`config.mk`:
```
export PLATFORM = sky130hd
export DESIGN_NAME = astable_timer_ramp_fsm_top_flat
export DESIGN_NICKNAME = d
export VERILOG_FILES = /design/src/hdl/atrf_pkg.sv /design/src/hdl/atrf_ifs.sv /design/src/hdl/atrf_div.sv /design/src/hdl/astable_timer_ramp_fsm_top.sv /design/src/flat_wrapper.sv
export SDC_FILE = /design/constraint.sdc
export NUM_CORES = 1
export LEC_CHECK = 0
export BUFFER_PORTS_ARGS = -buffer_cell sky130_fd_sc_hd__buf_2
export CAP_MARGIN = 20
export CORE_ASPECT_RATIO = 1.2
export CORE_MARGIN = 2
export CORE_UTILIZATION = 41
export DETAILED_ROUTE_END_ITERATION = 6
export PLACE_DENSITY = 0.65
export SETUP_SLACK_MARGIN = 0.15
export SLEW_MARGIN = 20
export SYNTH_ARGS = -nofsm -noshare
export SYNTH_HDL_FRONTEND = slang
export SYNTH_SLANG_ARGS = --single-unit
```
`constraint.sdc`:
```
create_clock -name clk -period 5.5 [get_ports clk]
set_input_delay 1.65 -clock clk [delete_from_list [all_inputs] [get_ports clk]]
set_output_delay 1.65 -clock clk [all_outputs]
set_load 0.02 [all_outputs]
```
`src/hdl/atrf_pkg.sv`:
```
package atrf_pkg;

	// Default build widths
	localparam int TIME_BITS_DEF  = 24;
	localparam int LEVEL_BITS_DEF = 12;

	// Fixed field widths
	localparam int ELAPSED_W  = 16;
	localparam int RLEVEL_W   = 12;
	localparam int DUR_W      = 24;
	localparam int THR_W      = 12;
	localparam int CFG_IDX_W  = 2;
	localparam int CFG_DATA_W = 24;

	// Register indexes
	localparam logic [CFG_IDX_W-1:0] REG_ON_TIME   = 2'd0;
	localparam logic [CFG_IDX_W-1:0] REG_OFF_TIME  = 2'd1;
	localparam logic [CFG_IDX_W-1:0] REG_EDGE_TIME = 2'd2;
	localparam logic [CFG_IDX_W-1:0] REG_RST_THR   = 2'd3;

	// Register reset values
	localparam logic [DUR_W-1:0] ON_TIME_RST   = 24'd1000;
	localparam logic [DUR_W-1:0] OFF_TIME_RST  = 24'd1000;
	localparam logic [DUR_W-1:0] EDGE_TIME_RST = 24'd10;
	localparam logic [THR_W-1:0] RST_THR_RST   = 12'd1242;

	// Phase codes
	typedef logic [1:0] phase_t;
	localparam phase_t PH_OFF     = 2'd0;
	localparam phase_t PH_RISING  = 2'd1;
	localparam phase_t PH_ON      = 2'd2;
	localparam phase_t PH_FALLING = 2'd3;

	// Phase that follows on timeout or reset
	function automatic phase_t next_phase(input phase_t ph, input logic rst);
		phase_t nxt;
		unique case (ph)
			PH_OFF:    nxt = rst ? PH_OFF : PH_RISING;
			PH_RISING: nxt = rst ? PH_FALLING : PH_ON;
			PH_ON:     nxt = PH_FALLING;
			default:   nxt = PH_OFF;
		endcase
		return nxt;
	endfunction

endpackage

```
`src/hdl/atrf_ifs.sv`:
```
interface atrf_tick_if import atrf_pkg::*; ();
	logic                 valid;
	logic                 ready;
	logic [ELAPSED_W-1:0] elapsed;
	logic [RLEVEL_W-1:0]  reset_level;

	modport source (output valid, output elapsed, output reset_level, input ready);
	modport sink (input valid, input elapsed, input reset_level, output ready);
endinterface

interface atrf_result_if import atrf_pkg::*; #(
	parameter int LEVEL_BITS = LEVEL_BITS_DEF
) ();
	logic                  valid;
	logic                  ready;
	logic [LEVEL_BITS-1:0] out_level;
	phase_t                phase;

	modport source (output valid, output out_level, output phase, input ready);
	modport sink (input valid, input out_level, input phase, output ready);
endinterface

```
`src/hdl/atrf_div.sv`:
```
// Restoring divider, one quotient bit per cycle.
// Expects num < den * 2^Q_W so the quotient fits in Q_W bits.
module atrf_div import atrf_pkg::*; #(
	parameter int DIV_W = TIME_BITS_DEF,
	parameter int Q_W   = LEVEL_BITS_DEF
) (
	input  logic                 clk,
	input  logic                 arst_n,
	input  logic                 start,
	input  logic [DIV_W+Q_W-1:0] num,
	input  logic [DIV_W-1:0]     den,
	output logic                 busy,
	output logic                 done,
	output logic [Q_W-1:0]       quo
);

	localparam int CNT_W = $clog2(Q_W + 1);

	logic [DIV_W-1:0] rem_q;
	logic [Q_W-1:0]   num_lo_q;
	logic [Q_W-1:0]   quo_q;
	logic [DIV_W-1:0] den_q;
	logic [CNT_W-1:0] cnt_q;
	logic             busy_q;
	logic             done_q;

	logic [DIV_W:0]   rem_sh;
	logic             fits;
	logic [DIV_W:0]   rem_sub;

	// Trial subtract of the shifted remainder
	always_comb begin
		rem_sh  = {rem_q, num_lo_q[Q_W-1]};
		fits    = rem_sh >= {1'b0, den_q};
		rem_sub = rem_sh - {1'b0, den_q};
	end

	// Control: load on start, count down the quotient bits
	always_ff @(posedge clk or negedge arst_n) begin
		if (!arst_n) begin
			busy_q <= 1'b0;
			done_q <= 1'b0;
			cnt_q  <= '0;
		end else begin
			done_q <= 1'b0;
			if (start) begin
				busy_q <= 1'b1;
				cnt_q  <= CNT_W'(Q_W);
			end else if (busy_q) begin
				cnt_q <= cnt_q - CNT_W'(1);
				if (cnt_q == CNT_W'(1)) begin
					busy_q <= 1'b0;
					done_q <= 1'b1;
				end
			end
		end
	end

	// Datapath: shift in one numerator bit, shift out one quotient bit
	always_ff @(posedge clk) begin
		if (start) begin
			rem_q    <= num[DIV_W+Q_W-1:Q_W];
			num_lo_q <= num[Q_W-1:0];
			den_q    <= den;
			quo_q    <= '0;
		end else if (busy_q) begin
			rem_q    <= fits ? rem_sub[DIV_W-1:0] : rem_sh[DIV_W-1:0];
			num_lo_q <= {num_lo_q[Q_W-2:0], 1'b0};
			quo_q    <= {quo_q[Q_W-2:0], fits};
		end
	end

	assign busy = busy_q;
	assign done = done_q;
	assign quo  = quo_q;

	// Remainder stays below the divisor between steps
	a_rem_below_den: assert property (@(posedge clk) disable iff (!arst_n)
		busy_q && !$past(start) |-> rem_q < den_q || den_q == '0)
		else $error("divider remainder not below divisor");

	// Done follows the last step only
	a_done_after_busy: assert property (@(posedge clk) disable iff (!arst_n)
		done_q |-> $past(busy_q) && !busy_q)
		else $error("divider done without a finished run");

	// No restart while a division is running
	a_no_restart: assert property (@(posedge clk) disable iff (!arst_n)
		busy_q |-> !start)
		else $error("divider started while busy");

endmodule

```
`src/hdl/astable_timer_ramp_fsm_top.sv`:
```
// Astable timer phase machine: each tick word carries the elapsed time and the
// reset pin level, and yields one result word with the phase (off, rising, on,
// falling) and the output level, a ramp on the edges. Registers on_time,
// off_time and edge_time (index 0..2) hold phase durations in ticks, used in
// their low TIME_BITS bits; reset_threshold (index 3) sets the reset pin level
// that forces the machine out of the high phases. Write registers only while
// no tick is in flight. The result word of a tick is set by the ramp division,
// which produces one quotient bit per cycle; the next tick is taken in the cycle
// after the result has moved to the output register, even if that result is still
// waiting there, so a new tick is never taken before the last one is through.
module astable_timer_ramp_fsm_top import atrf_pkg::*; #(
	parameter int TIME_BITS  = TIME_BITS_DEF,
	parameter int LEVEL_BITS = LEVEL_BITS_DEF
) (
	input  logic                  clk,
	input  logic                  arst_n,
	input  logic                  cfg_we,
	input  logic [CFG_IDX_W-1:0]  cfg_index,
	input  logic [CFG_DATA_W-1:0] cfg_data,
	atrf_tick_if.sink             tick,
	atrf_result_if.source         result
);

	localparam int TW     = TIME_BITS + 1;
	localparam int SUM_W  = ((TW > ELAPSED_W) ? TW : ELAPSED_W) + 1;
	localparam int NUM_W  = TIME_BITS + LEVEL_BITS;
	localparam logic [TW-1:0]         TIME_MAX = '1;
	localparam logic [LEVEL_BITS-1:0] LEVEL_FS = '1;

	localparam logic [2:0] ST_IDLE = 3'd0;
	localparam logic [2:0] ST_ADD  = 3'd1;
	localparam logic [2:0] ST_UPD  = 3'd2;
	localparam logic [2:0] ST_PREP = 3'd3;
	localparam logic [2:0] ST_NUM  = 3'd4;
	localparam logic [2:0] ST_DIV  = 3'd5;
	localparam logic [2:0] ST_DONE = 3'd6;

	logic [2:0]            state_q;
	logic [DUR_W-1:0]      on_time_q;
	logic [DUR_W-1:0]      off_time_q;
	logic [DUR_W-1:0]      edge_time_q;
	logic [THR_W-1:0]      thr_q;
	phase_t                phase_q;
	logic [TW-1:0]         time_q;
	logic [ELAPSED_W-1:0]  elapsed_q;
	logic [RLEVEL_W-1:0]   rlevel_q;
	logic [TW-1:0]         t_q;
	logic                  rst_q;
	logic [TIME_BITS-1:0]  d_q;
	logic [TIME_BITS-1:0]  x_q;
	logic                  out_valid_q;
	logic [LEVEL_BITS-1:0] out_level_q;
	phase_t                out_phase_q;

	logic [SUM_W-1:0]      sum;
	logic [TW-1:0]         t_sat;
	logic [DUR_W-1:0]      dur_sel;
	logic [TW-1:0]         d_ext;
	logic                  advance;
	phase_t                ph_nxt;
	logic [TW-1:0]         t_nxt;
	logic [TIME_BITS-1:0]  tc;
	logic [TIME_BITS-1:0]  x_nxt;
	logic [NUM_W-1:0]      num;
	logic                  div_start;
	logic                  div_busy;
	logic                  div_done;
	logic [LEVEL_BITS-1:0] div_quo;
	logic [LEVEL_BITS-1:0] level;
	logic                  out_load;

	// Saturating time add and old phase duration
	always_comb begin
		sum   = SUM_W'(time_q) + SUM_W'(elapsed_q);
		t_sat = (sum > SUM_W'(TIME_MAX)) ? TIME_MAX : TW'(sum);
		unique case (phase_q)
			PH_ON:   dur_sel = on_time_q;
			PH_OFF:  dur_sel = off_time_q;
			default: dur_sel = edge_time_q;
		endcase
	end

	// Phase advance and time mirror
	always_comb begin
		d_ext   = TW'(d_q);
		advance = rst_q || (t_q >= d_ext);
		ph_nxt  = advance ? next_phase(phase_q, rst_q) : phase_q;
		if (!advance) begin
			t_nxt = t_q;
		end else if (rst_q && ph_nxt == PH_FALLING) begin
			t_nxt = (t_q < d_ext) ? (d_ext - t_q) : '0;
		end else begin
			t_nxt = '0;
		end
	end

	// Ramp numerator: time clipped to the duration, reversed when falling
	always_comb begin
		tc    = (time_q < d_ext) ? TIME_BITS'(time_q) : d_q;
		x_nxt = (phase_q == PH_RISING) ? tc : (d_q - tc);
		num   = {x_q, LEVEL_BITS'(0)} - NUM_W'(x_q);
	end

	assign div_start = (state_q == ST_NUM);

	atrf_div #(
		.DIV_W (TIME_BITS),
		.Q_W   (LEVEL_BITS)
	) u_div (
		.clk    (clk),
		.arst_n (arst_n),
		.start  (div_start),
		.num    (num),
		.den    (d_q),
		.busy   (div_busy),
		.done   (div_done),
		.quo    (div_quo)
	);

	// Select the output level for the new phase
	always_comb begin
		unique case (phase_q)
			PH_ON:      level = LEVEL_FS;
			PH_RISING:  level = (d_q == '0) ? LEVEL_FS : div_quo;
			PH_FALLING: level = (d_q == '0) ? '0 : div_quo;
			default:    level = '0;
		endcase
	end

	assign out_load = (state_q == ST_DONE) && (!out_valid_q || result.ready);

	// Configuration registers
	always_ff @(posedge clk or negedge arst_n) begin
		if (!arst_n) begin
			on_time_q   <= ON_TIME_RST;
			off_time_q  <= OFF_TIME_RST;
			edge_time_q <= EDGE_TIME_RST;
			thr_q       <= RST_THR_RST;
		end else if (cfg_we) begin
			unique case (cfg_index)
				REG_ON_TIME:   on_time_q   <= cfg_data;
				REG_OFF_TIME:  off_time_q  <= cfg_data;
				REG_EDGE_TIME: edge_time_q <= cfg_data;
				default:       thr_q       <= cfg_data[THR_W-1:0];
			endcase
		end
	end

	// Sequencer and machine state
	always_ff @(posedge clk or negedge arst_n) begin
		if (!arst_n) begin
			state_q     <= ST_IDLE;
			phase_q     <= PH_OFF;
			time_q      <= '0;
			out_valid_q <= 1'b0;
		end else begin
			unique case (state_q)
				ST_IDLE: begin
					if (tick.valid) state_q <= ST_ADD;
				end
				ST_ADD: begin
					state_q <= ST_UPD;
				end
				ST_UPD: begin
					phase_q <= ph_nxt;
					time_q  <= t_nxt;
					state_q <= ST_PREP;
				end
				ST_PREP: begin
					state_q <= ST_NUM;
				end
				ST_NUM: begin
					state_q <= ST_DIV;
				end
				ST_DIV: begin
					if (div_done) state_q <= ST_DONE;
				end
				ST_DONE: begin
					if (out_load) state_q <= ST_IDLE;
				end
				default: begin
					state_q <= ST_IDLE;
				end
			endcase
			if (out_load) begin
				out_valid_q <= 1'b1;
			end else if (result.ready) begin
				out_valid_q <= 1'b0;
			end
		end
	end

	// Payload registers
	always_ff @(posedge clk) begin
		if (state_q == ST_IDLE && tick.valid) begin
			elapsed_q <= tick.elapsed;
			rlevel_q  <= tick.reset_level;
		end
		if (state_q == ST_ADD) begin
			t_q   <= t_sat;
			rst_q <= rlevel_q >= thr_q;
			d_q   <= TIME_BITS'(dur_sel);
		end
		if (state_q == ST_PREP) begin
			x_q <= x_nxt;
		end
		if (out_load) begin
			out_level_q <= level;
			out_phase_q <= phase_q;
		end
	end

	assign tick.ready       = (state_q == ST_IDLE);
	assign result.valid     = out_valid_q;
	assign result.out_level = out_level_q;
	assign result.phase     = out_phase_q;

	// Divider finishes only while the sequencer waits for it
	a_done_in_div: assert property (@(posedge clk) disable iff (!arst_n)
		div_done |-> state_q == ST_DIV)
		else $error("divider done outside the divide state");

	// A plain advance clears the time in phase
	a_advance_clears: assert property (@(posedge clk) disable iff (!arst_n)
		state_q == ST_PREP && phase_q != $past(phase_q) && phase_q != PH_FALLING
		|-> time_q == '0)
		else $error("time not cleared on phase advance");

	// A finished result reaches the output register
	a_done_loads: assert property (@(posedge clk) disable iff (!arst_n)
		state_q == ST_DONE && !out_valid_q |=> out_valid_q && state_q == ST_IDLE)
		else $error("result not moved to the output register");

	// Divider never starts while busy
	a_start_idle: assert property (@(posedge clk) disable iff (!arst_n)
		div_start |-> !div_busy)
		else $error("divider started while busy");

endmodule
```
`src/flat_wrapper.sv`:
```
// flat-port wrapper written by rule: the top's interface ports become plain ports
module astable_timer_ramp_fsm_top_flat import atrf_pkg::*;
#(
	parameter int TIME_BITS  = TIME_BITS_DEF,
	parameter int LEVEL_BITS = LEVEL_BITS_DEF
)
  (clk, arst_n, cfg_we, cfg_index, cfg_data, tick_valid, tick_elapsed, tick_reset_level, tick_ready, result_valid, result_out_level, result_phase, result_ready);
  atrf_tick_if tick_i ();
  atrf_result_if #(.LEVEL_BITS(LEVEL_BITS)) result_i ();
  input  logic clk;
  input  logic arst_n;
  input  logic cfg_we;
  input  logic [CFG_IDX_W-1:0] cfg_index;
  input  logic [CFG_DATA_W-1:0] cfg_data;
  input wire logic [$bits(tick_i.valid)-1:0] tick_valid;
  input wire logic [$bits(tick_i.elapsed)-1:0] tick_elapsed;
  input wire logic [$bits(tick_i.reset_level)-1:0] tick_reset_level;
  output wire logic [$bits(tick_i.ready)-1:0] tick_ready;
  output wire logic [$bits(result_i.valid)-1:0] result_valid;
  output wire logic [$bits(result_i.out_level)-1:0] result_out_level;
  output wire logic [$bits(result_i.phase)-1:0] result_phase;
  input wire logic [$bits(result_i.ready)-1:0] result_ready;
  assign tick_i.valid = tick_valid;
  assign tick_i.elapsed = tick_elapsed;
  assign tick_i.reset_level = tick_reset_level;
  assign tick_ready = tick_i.ready;
  assign result_valid = result_i.valid;
  assign result_out_level = result_i.out_level;
  assign result_phase = result_i.phase;
  assign result_i.ready = result_ready;
  astable_timer_ramp_fsm_top #(.TIME_BITS(TIME_BITS), .LEVEL_BITS(LEVEL_BITS)) u_core (.clk(clk), .arst_n(arst_n), .cfg_we(cfg_we), .cfg_index(cfg_index), .cfg_data(cfg_data), .tick(tick_i), .result(result_i));
endmodule
```
==> flow_summary_export.csv <==
group,metric,value,unit
yosys,ys_seq_area_share,44.7,%
clock_network,clk_path_buf_depth,3,
yosys,syn_avg_cell_area,10.0,um2
clock_network,cts-htree-levels,2,
timing,period_share,94.0,%
timing,rsz0062_at_grt,"false",
place,portBuffers,74,
grt,track_usage,19.5,%
clock_network,clk_pin_slew,0.06,ns
grt,grt_pass1_vias,14300,
detailed_routing,first_iter_violations,926,
grt,grt_max_degree,122,
cells_and_area,nets,2219,
yosys,synthCells,1912,
worst_setup_path,crit_family,"compound AO/OA/AOI/OAI gates",
cells_and_area,area_growth,13.6,%
yosys,synth_edf_count,176,
die,die_area,48500,um2
worst_setup_path,path_cells,"clkinvlp_4 -> ha_1 -> nand4_1 -> nor4_4 -> o21a_4 -> nor2_4 -> o21ai_0 -> ha_2 -> inv_1 -> fa_2 -> a21oi_4 -> o31ai_1 -> a21oi_1 -> a311oi_2 -> a221oi_2 -> nor2_2 -> o31a_1 -> o21a_1 -> or3_1 -> a31o_1",
timing,min_period,5.17,ns
yosys,yosysWarnings,0,
yosys,yosys_register_bits,309,
clock_network,cts_tree,"built",
yosys,synth.net_count,2110,
grt,antenna_found_initial,0,
worst_setup_path,rr_worst_depth,20,
grt,grt_pass1_wl,75700,um
place,hpwl,35300,um
worst_setup_path,critPathKind,"reg2reg",
min_path,hp-class,"reg2reg",
run,cap_violations,0,
place,gp_congestion,0.929,
worst_setup_path,critPathCaptureType,"flop",
status,outcome,"finished, final reports clean",
yosys,ys_async_sr_fraction,39.2,%
detailed_routing,wl,47600,um
die,die_y,241,um
worst_setup_path,critPathMaxStageDelay,0.47,ns
worst_setup_path,worst_ep_arrival_time,5.45,ns
die,ioPinCount,75,
worst_setup_path,reg2reg_setup_slack,0.33,ns
timing,hold_viol,0,
timing,fmax,193,MHz
detailed_routing,avgViaCountPerCell,5.48,
timing,fin_tns_setup,0,ns
clock_network,clockRootBuffer,"clkbuf_16",
timing,max_slew.worst_pin.slew,1.13,ns
yosys,synthFlopType,"edfxtp_1",
min_path,hold_end,"u_core.state_q[0]",
worst_setup_path,r2r_end,"u_core.x_q[18]",
detailed_routing,dr_total_vias,14600,
yosys,yosys.cell_types.count,93,
clock_network,clk-insertion-delay-late,0.52,ns
clock_network,cts_hold_buffers,0,
timing,fin_worst_skew,0.0126,ns
worst_setup_path,crit_path_top_delay_cell,"nor4_4",
min_path,hp-start,"u_core.u_div.done",
worst_setup_path,worstReg2RegStart,"u_core.d_q[11]",
clock_network,clock-sinks,309,
detailed_routing,drt-pass1-iter-count,5,
clock_network,cts_inserted_buffers,35,
cells_and_area,antenna_cells,0,
worst_setup_path,path_buf_inv,2,
grt,grt-ovfl-total,0,
cells_and_area,drive_above_1_share,17.7,%
timing,slew_headroom,24.2,%
min_path,hold_depth,1,
die,core,46100,um2
detailed_routing,drc,0,
worst_setup_path,crit_fanout,7,
detailed_routing,avgRoutedWirePerCell,17.9,um
worst_setup_path,required,5.77,ns
detailed_routing,drtAntennaViolNets,0,
worst_setup_path,startpoint_type,"flop",
die,start_util,41.6,%
cells_and_area,fin_util,47.3,%
timing,finalMaxSlewViolations,0,
die,rows,86,
yosys,synthesis.area,19200,um2
die,die_x,201,um
timing,setup_viol,0,
-- cells in the final DEF, fill, tap and decap left out, drive strengths merged, types with 51 or more instances in the layout --
| master | n |
|---|---|
| ha | 135 |
| o21ai | 98 |
| nand2 | 197 |
| dfrtp | 101 |
| mux2 | 87 |
| clkbuf | 51 |
| inv | 147 |
| nor2 | 147 |
| edfxtp | 176 |
| a21oi | 149 |
| xnor2 | 62 |
| buf | 144 |
-- stage by stage --
step,worst slack [ns],instance area [um2],cells,hold WS [ns]
floorplan,0.164,19200,1912,0.429
global placement,0.300,20400,2574,0.473
detailed placement,0.187,20400,2574,0.477
CTS,0.171,21500,2636,0.500
global route,0.0845,21800,2662,0.515
finish,0.329,21800,2662,0.500
-- worst reg2reg max path, stage by stage (launching register included) --
cell        delay (ns)
edfxtp_1          0.42
clkinvlp_4        0.18
ha_1              0.34
nand4_1           0.16
nor4_4            0.47
o21a_4            0.26
nor2_4            0.09
o21ai_0           0.23
ha_2              0.24
inv_1             0.06
fa_2              0.37
a21oi_4           0.21
o31ai_1           0.10
a21oi_1           0.21
a311oi_2          0.08
a221oi_2          0.36
nor2_2            0.14
o31a_1            0.32
o21a_1            0.18
or3_1             0.30
a31o_1            0.22
-- per-layer routing --
layer / part of all wire, % / global-route usage (%) / vias up
li1: - / - / 7142
met1: 42 / 24.1 / 7016
met2: 50 / 34.5 / 345
met3: 4.1 / 2.38 / 94
met4: 3.9 / 8.31 / 0
met5: 0 / 0 / -
-- worst max-delay path by stage --
stage                         from             end  slack, ns  cells after the start
global placement    u_core.d_q[20]  u_core.x_q[18]       0.30                     20
floorplan            u_core.d_q[5]  u_core.x_q[18]       0.16                     25
finish              u_core.d_q[11]  u_core.x_q[18]       0.33                     20
detailed placement   u_core.d_q[5]  u_core.x_q[13]       0.19                     19
CTS                 u_core.d_q[11]  u_core.x_q[18]       0.17                     20
global route         u_core.d_q[8]  u_core.x_q[18]       0.08                     22
-- cells in the mapped netlist (7+ instances only) --
library cell  count  area, um2
a22oi_1          42        315
and3_1           15       93.8
nor3_1           32        160
nor2b_1          20        125
mux2_2           87        980
o21a_1            7       52.6
nand2b_1         16        100
nor3b_1          10       75.1
xor2_1           30        263
edfxtp_1        176       5290
dfstp_2          20        526
a211oi_1         12       90.1
or2_2             9       56.3
o211ai_1          7       52.6
nor4_1           11       68.8
a31oi_1          16        100
nor2_1          146        548
clkbuf_1         63        236
inv_1           141        529
or3_1            12       75.1
dfrtp_1         101       2530
a21boi_0          7       52.6
mux2i_1          40        400
o21bai_1         13       97.6
dfxtp_1          12        240
a21oi_1         149        746
o21ai_0          94        470
xnor2_1          62        543
o31ai_1           9       67.6
nand3_1          33        165
a21o_1           49        368
nand4_1          16        100
ha_1            135       1690
nand2_1         196        736
-- timing repair --
item / in CTS / in global routing
endpoints found under the hold margin: 0 / 0
buffers inserted: 0 / 26
pin swaps: 0 / 10
gates resized for setup: 1 / 12
setup endpoints to repair: 1 / 12
-- flip-flops by register name, indices dropped and copies added, names as in the netlist, 4 cells and up --
signal                   cells
u_core.on_time_q            24
u_core.d_q                  24
u_core.off_time_q           24
u_core.u_div.quo            12
u_core.thr_q                12
u_core.time_q               25
u_core.u_div.num_lo_q       12
u_core.result.out_level     12
u_core.x_q                  24
u_core.u_div.rem_q          24
u_core.edge_time_q          24
u_core.rlevel_q             12
u_core.elapsed_q            16
u_core.t_q                  25
u_core.u_div.cnt_q           4
u_core.u_div.den_q          24
-- cell type report --
cell class / count / area [um2]
fill: 4330 / 24300
multi-input combinational: 1386 / 9860
sequential: 309 / 8580
clock buffer: 51 / 997
timing repair buffer: 144 / 922
tap: 616 / 771
inverter: 145 / 551
clock inverter: 11 / 96.3
-- cells by family (layout without fill, tap and decap cells) --
group / count (synthesis) / count (layout) / synth area share [%]
AOI/OAI and AO/OA: 479 / 479 / 16.4
xor gates and xnor gates: 92 / 92 / 4.20
adders and majority gates: 140 / 140 / 9.28
buffers and inverters: 217 / 351 / 4.33
DFF: 309 / 309 / 44.7
muxes: 132 / 132 / 7.79
and+or+nand+nor: 543 / 543 / 13.3
Power is left out: the tool's default activity adds up to more than one toggle a clock period on the data nets, which glitch-free logic cannot reach.
